<file path="config.mk">
export PLATFORM = sky130hd
export DESIGN_NAME = hti_cmd_fifo
export DESIGN_NICKNAME = d
export VERILOG_FILES = /design/src/hdl/hti_pkg.sv /design/src/hdl/hti_cmd_fifo.sv
export SDC_FILE = /design/constraint.sdc
export NUM_CORES = 1
export LEC_CHECK = 0
export ABC_AREA = 1
export BUFFER_PORTS_ARGS = -buffer_cell sky130_fd_sc_hd__buf_2
export CAP_MARGIN = 15
export CORE_ASPECT_RATIO = 2
export CORE_MARGIN = 2
export CORE_UTILIZATION = 52
export CTS_CLUSTER_SIZE = 24
export DETAILED_ROUTE_END_ITERATION = 12
export GPL_ROUTABILITY_DRIVEN = 0
export PLACE_DENSITY = 0.81
export RECOVER_POWER = 50
export SLEW_MARGIN = 20
export SYNTH_ARGS = -nofsm -noshare
export SYNTH_HDL_FRONTEND = slang
export SYNTH_SLANG_ARGS = --single-unit
</file>
<file path="constraint.sdc">
create_clock -name clk -period 4.4 [get_ports clk]
set_input_delay 0.22 -clock clk [delete_from_list [all_inputs] [get_ports clk]]
set_output_delay 0.22 -clock clk [all_outputs]
set_load 0.01 [all_outputs]
</file>
<file path="src/hdl/hti_pkg.sv">
// Shared types and constants for the Huffman code-tree decoder.
// No dependencies; every other file of the block imports this package.
package hti_pkg;

  // Sizing of the node store and of the code walk.
  localparam int NODE_COUNT   = 512;
  localparam int MAX_CODE_LEN = 32;
  localparam int NODE_W       = $clog2(NODE_COUNT);
  localparam int CNT_W        = $clog2(NODE_COUNT + 1);
  localparam int LEN_W        = $clog2(MAX_CODE_LEN + 1);
  localparam int SUM_W        = ((CNT_W > LEN_W) ? CNT_W : LEN_W) + 1;

  // Fixed field widths.
  localparam int CODE_W    = 32;
  localparam int CLEN_W    = 6;
  localparam int SYM_W     = 8;
  localparam int BITS_W    = 32;
  localparam int BYTE_BITS = 8;
  localparam int BYTE_LAST = BYTE_BITS - 1;
  localparam int BIDX_W    = $clog2(BYTE_BITS + 1);
  localparam int BSEL_W    = $clog2(BYTE_BITS);

  // Depth of the command queue between front and engine.
  localparam int QDEPTH = 2;
  localparam int QPTR_W = (QDEPTH > 1) ? $clog2(QDEPTH) : 1;
  localparam int QCNT_W = $clog2(QDEPTH + 1);

  // Action codes as they arrive on the input channel.
  localparam logic [1:0] ACT_CLEAR  = 2'd0;
  localparam logic [1:0] ACT_ADD    = 2'd1;
  localparam logic [1:0] ACT_DECODE = 2'd2;

  // Internal operation after classification.
  typedef enum logic [1:0] {
    OP_CLEAR,
    OP_ADD,
    OP_DECODE,
    OP_NOP
  } op_t;

  // One classified command as it travels through the queue.
  typedef struct packed {
    op_t               op;
    logic [CODE_W-1:0] code;
    logic [LEN_W-1:0]  len;
    logic [SYM_W-1:0]  sym;
    logic [SYM_W-1:0]  data;
  } cmd_t;

  // One node of the code tree; a child index of zero means no child.
  typedef struct packed {
    logic [NODE_W-1:0] child0;
    logic [NODE_W-1:0] child1;
    logic [SYM_W-1:0]  sym;
  } node_t;

  localparam node_t NODE_EMPTY = '0;

endpackage

</file>
<file path="src/hdl/hti_cmd_fifo.sv">
// Short command queue that decouples the front stage from the engine.
// Depends on hti_pkg for the command type and the queue depth.
module hti_cmd_fifo (
  input  logic          clk,
  input  logic          rst,
  input  logic          wr_valid,
  output logic          wr_ready,
  input  hti_pkg::cmd_t wr_cmd,
  output logic          rd_valid,
  input  logic          rd_ready,
  output hti_pkg::cmd_t rd_cmd
);
  import hti_pkg::*;

  cmd_t              slots [QDEPTH];
  logic [QPTR_W-1:0] wr_ptr;
  logic [QPTR_W-1:0] rd_ptr;
  logic [QCNT_W-1:0] count;
  logic              push;
  logic              pop;

  assign wr_ready = (count != QCNT_W'(QDEPTH));
  assign rd_valid = (count != '0);
  assign rd_cmd   = slots[rd_ptr];
  assign push     = wr_valid && wr_ready;
  assign pop      = rd_valid && rd_ready;

  // Slot storage carries payload only.
  always_ff @(posedge clk) begin
    if (push) begin
      slots[wr_ptr] <= wr_cmd;
    end
  end

  // Pointers wrap at the queue depth; the count tracks occupancy.
  always_ff @(posedge clk) begin
    if (rst) begin
      wr_ptr <= '0;
      rd_ptr <= '0;
      count  <= '0;
    end else begin
      if (push) begin
        wr_ptr <= (wr_ptr == QPTR_W'(QDEPTH - 1)) ? '0 : QPTR_W'(wr_ptr + 1'b1);
      end
      if (pop) begin
        rd_ptr <= (rd_ptr == QPTR_W'(QDEPTH - 1)) ? '0 : QPTR_W'(rd_ptr + 1'b1);
      end
      if (push && !pop) begin
        count <= QCNT_W'(count + 1'b1);
      end else if (pop && !push) begin
        count <= QCNT_W'(count - 1'b1);
      end
    end
  end

endmodule

</file>
==> flow_summary.yaml <==
status:
  status: "complete, no violations"
route:
  drtAntennaViolNets: 0
  route.detailed.drc: 0
  wl_met3_um: 444
  routed.top_layer: "met4"
  dr_wl_met2_um: 4500
  wire_per_inst_um: 16.2
  num_vias: 2414
  dr.pass1.iters: 6
  met1_length_um: 2830
  via_per_inst: 4.92
  drt_iter0_drc: 85
  finalWirelength_um: 7980
timing:
  period_minus_slack_ns: 3.11
  tightest_slew_ns: 1.42
  finalSetupViolCount: 0
  finalClockSkew_ns: 0.0101
  fmax_ghz: 0.322
  final_max_slew_viol_count: 0
  setup_tns_ns: 0
  rsz0062_at_grt: "false"
  hold-worst-slack_ns: 0.0300
  min_period_over_period: 0.706
  hold_viol_final: 0
  slew_headroom: 0.0512
synthesis:
  synthDistinctLibCells: 14
  synth_simple_gate_area_frac: 0.0172
  yosysTopAreaCell: "edfxtp_1"
  synthTopCellsByCount: "112 x edfxtp_1, 40 x mux2_4, 16 x mux2_2"
  syn_area_per_cell_um2: 21.1
  synth_area_leaders: "edfxtp_1 76%, mux2_4 14%, mux2_2 4.1%, dfxtp_1 2.3%, buf_6 1.3%"
  synth_area_um2: 4440
  synth_seq_cells: 117
  synth_top_area_share: 0.757
  ys_seq_area_frac: 0.779
  synth-xor-area-share: 0
  async_flop_share: 0
  synth_top_family_by_area: "multiplexers"
  synth_fa_ha_area_frac: 0.00282
  ys.flop_type: "edfxtp_1"
  yosys.cell_count.top_type: "edfxtp_1"
  synth-compound-area-share: 0.00450
  synth_mux_area_frac: 0.176
  synth.net_count: 272
  ys.warnings.count: 0
  syn_inst: 211
  synth_edf_count: 112
critical_path:
  crit_type: "reg -> reg"
  crit_start: "count[0]"
  endpoint: "slots[0][44]"
  critPathRequiredTime_ns: 4.41
  arrival_ns: 3.12
  r2r-start: "count[0]"
  worstSetupEndpointType: "flop"
  reg2reg_to: "slots[0][44]"
  cp-start-kind: "flop"
  r2r_slack_ns: 1.29
  crit_path_max_fanout: 21
  rr_worst_depth: 5
cells_and_area:
  nets: 442
  fill_cells: 539
  multi_input_area_um2: 897
  drive_gt1_frac: 0.413
  area_delta_synth_final_pct: 34.7
  regArea_um2: 3470
global_route:
  grt_use_total: 0.172
  grt_max_degree: 57
  antenna_found_initial: 1
  grt-ovfl-total: 0
  grt_pass1_wl_um: 11600
  grt_pass1_vias: 2503
die:
  start_util: 0.536
  dieWidth_um: 69.4
  design.core.area_um2: 8290
  pin_count: 118
  die_h_um: 135
  std_cell_rows: 47
  die-area_um2: 9350
power:
  p_per_area_nw_per_um2: 583
  p_leak_nw: 2.30
  max-vdd-ir-drop_mv: 0.465
clocking:
  cts.sinks: 117
  cts_max_path_buffers: 2
  numCtsBuffers: 17
  cts-root-buf: "clkbuf_16"
  cts_tree: "built"
  clk_latency_ns: 0.40
  htree_levels: 4
  clk_pin_slew_ns: 0.05
  postCtsSetupBuffers: 0
min_path:
  min_path_type: "in -> reg"
run:
  maxCapViolCount: 0
placement:
  numPortBuffers: 117
  dp_hpwl_um: 5140
## timing repair
item,CTS,global route
hold endpoints to repair,45,26
endpoints found under the setup margin,0,0
hold buffers,23,14
gates resized for setup,0,0
## kinds of logic (layout without fill, tap and decap cells)
| family | count (synthesis) | in the layout |
|---|---|---|
| fa+ha+maj | 1 | 1 |
| mux | 56 | 56 |
| other cells | 0 | 1 |
| compound gates | 4 | 4 |
| simple gates | 19 | 19 |
| flops | 117 | 117 |
| buf+inv | 14 | 195 |
## cells in the final DEF, fill, tap and decap left out, drive strengths merged
| cell | instances |
|---|---|
| ha | 1 |
| mux2 | 56 |
| a21oi | 2 |
| clkinv | 8 |
| clkbuf | 59 |
| buf | 79 |
| dfxtp | 5 |
| clkinvlp | 2 |
| nand4 | 1 |
| o21ai | 2 |
| nand2 | 9 |
| bufinv | 2 |
| nand3 | 2 |
| nor2 | 7 |
| inv | 8 |
| edfxtp | 112 |
| dlygate4sd3 | 37 |
| diode | 1 |
## sequential cells by signal, summed over array words and instances (netlist names), named ones only
name    count
count       2
rd_ptr      1
slots     112
wr_ptr      1
## critical path, stage by stage, from the launching register on
cell and delay [ns]:
dfxtp_1 0.33, inv_1 0.09, nand2_1 0.10, nand2_1 0.13, nor2_1 1.08, clkbuf_1 0.97
## metrics by stage
stage               cell area, µm²  total power, mW  instances  worst slack, ns   util
floorplan                     4440             2.00        211            0.974      -
global placement              5120             2.22        422             2.19  0.618
detailed placement            5120             2.25        422             2.09  0.618
CTS                           5900             3.52        475             2.06  0.711
global route                  5990             3.64        491             1.03  0.722
finish                        5990             3.49        491             1.29  0.722
## report_power, final
part | switching [mW] | internal (mW)
logic | 0.337 | 0.379
clock network | 0.438 | 0.813
registers | 0.110 | 1.42
## cell type report
type | instances | area share
timing repair buffer | 157 | 0.154
clock buffer | 18 | 0.0717
antenna | 1 | 0.000418
sequential | 117 | 0.579
clock inverter | 12 | 0.0192
inverter | 8 | 0.00502
tap | 98 | 0.0205
multi-input combinational | 80 | 0.150
## worst min path at each step
stage                    start            to  cells after the start
floorplan            wr_cmd[0]   slots[0][0]                      0
global placement     wr_cmd[8]   slots[1][8]                      1
detailed placement  wr_cmd[22]  slots[0][22]                      1
CTS                 wr_cmd[44]  slots[1][44]                      1
global route        wr_cmd[34]  slots[1][34]                      1
finish              wr_cmd[34]  slots[1][34]                      1
## routing by layer
layer,GRT usage,up-vias
li1,-,1156
met1,0.155,1165
met2,0.307,79
met3,0.0754,14
met4,0.109,0
met5,0,-
(Power assumes the default switching activity.)
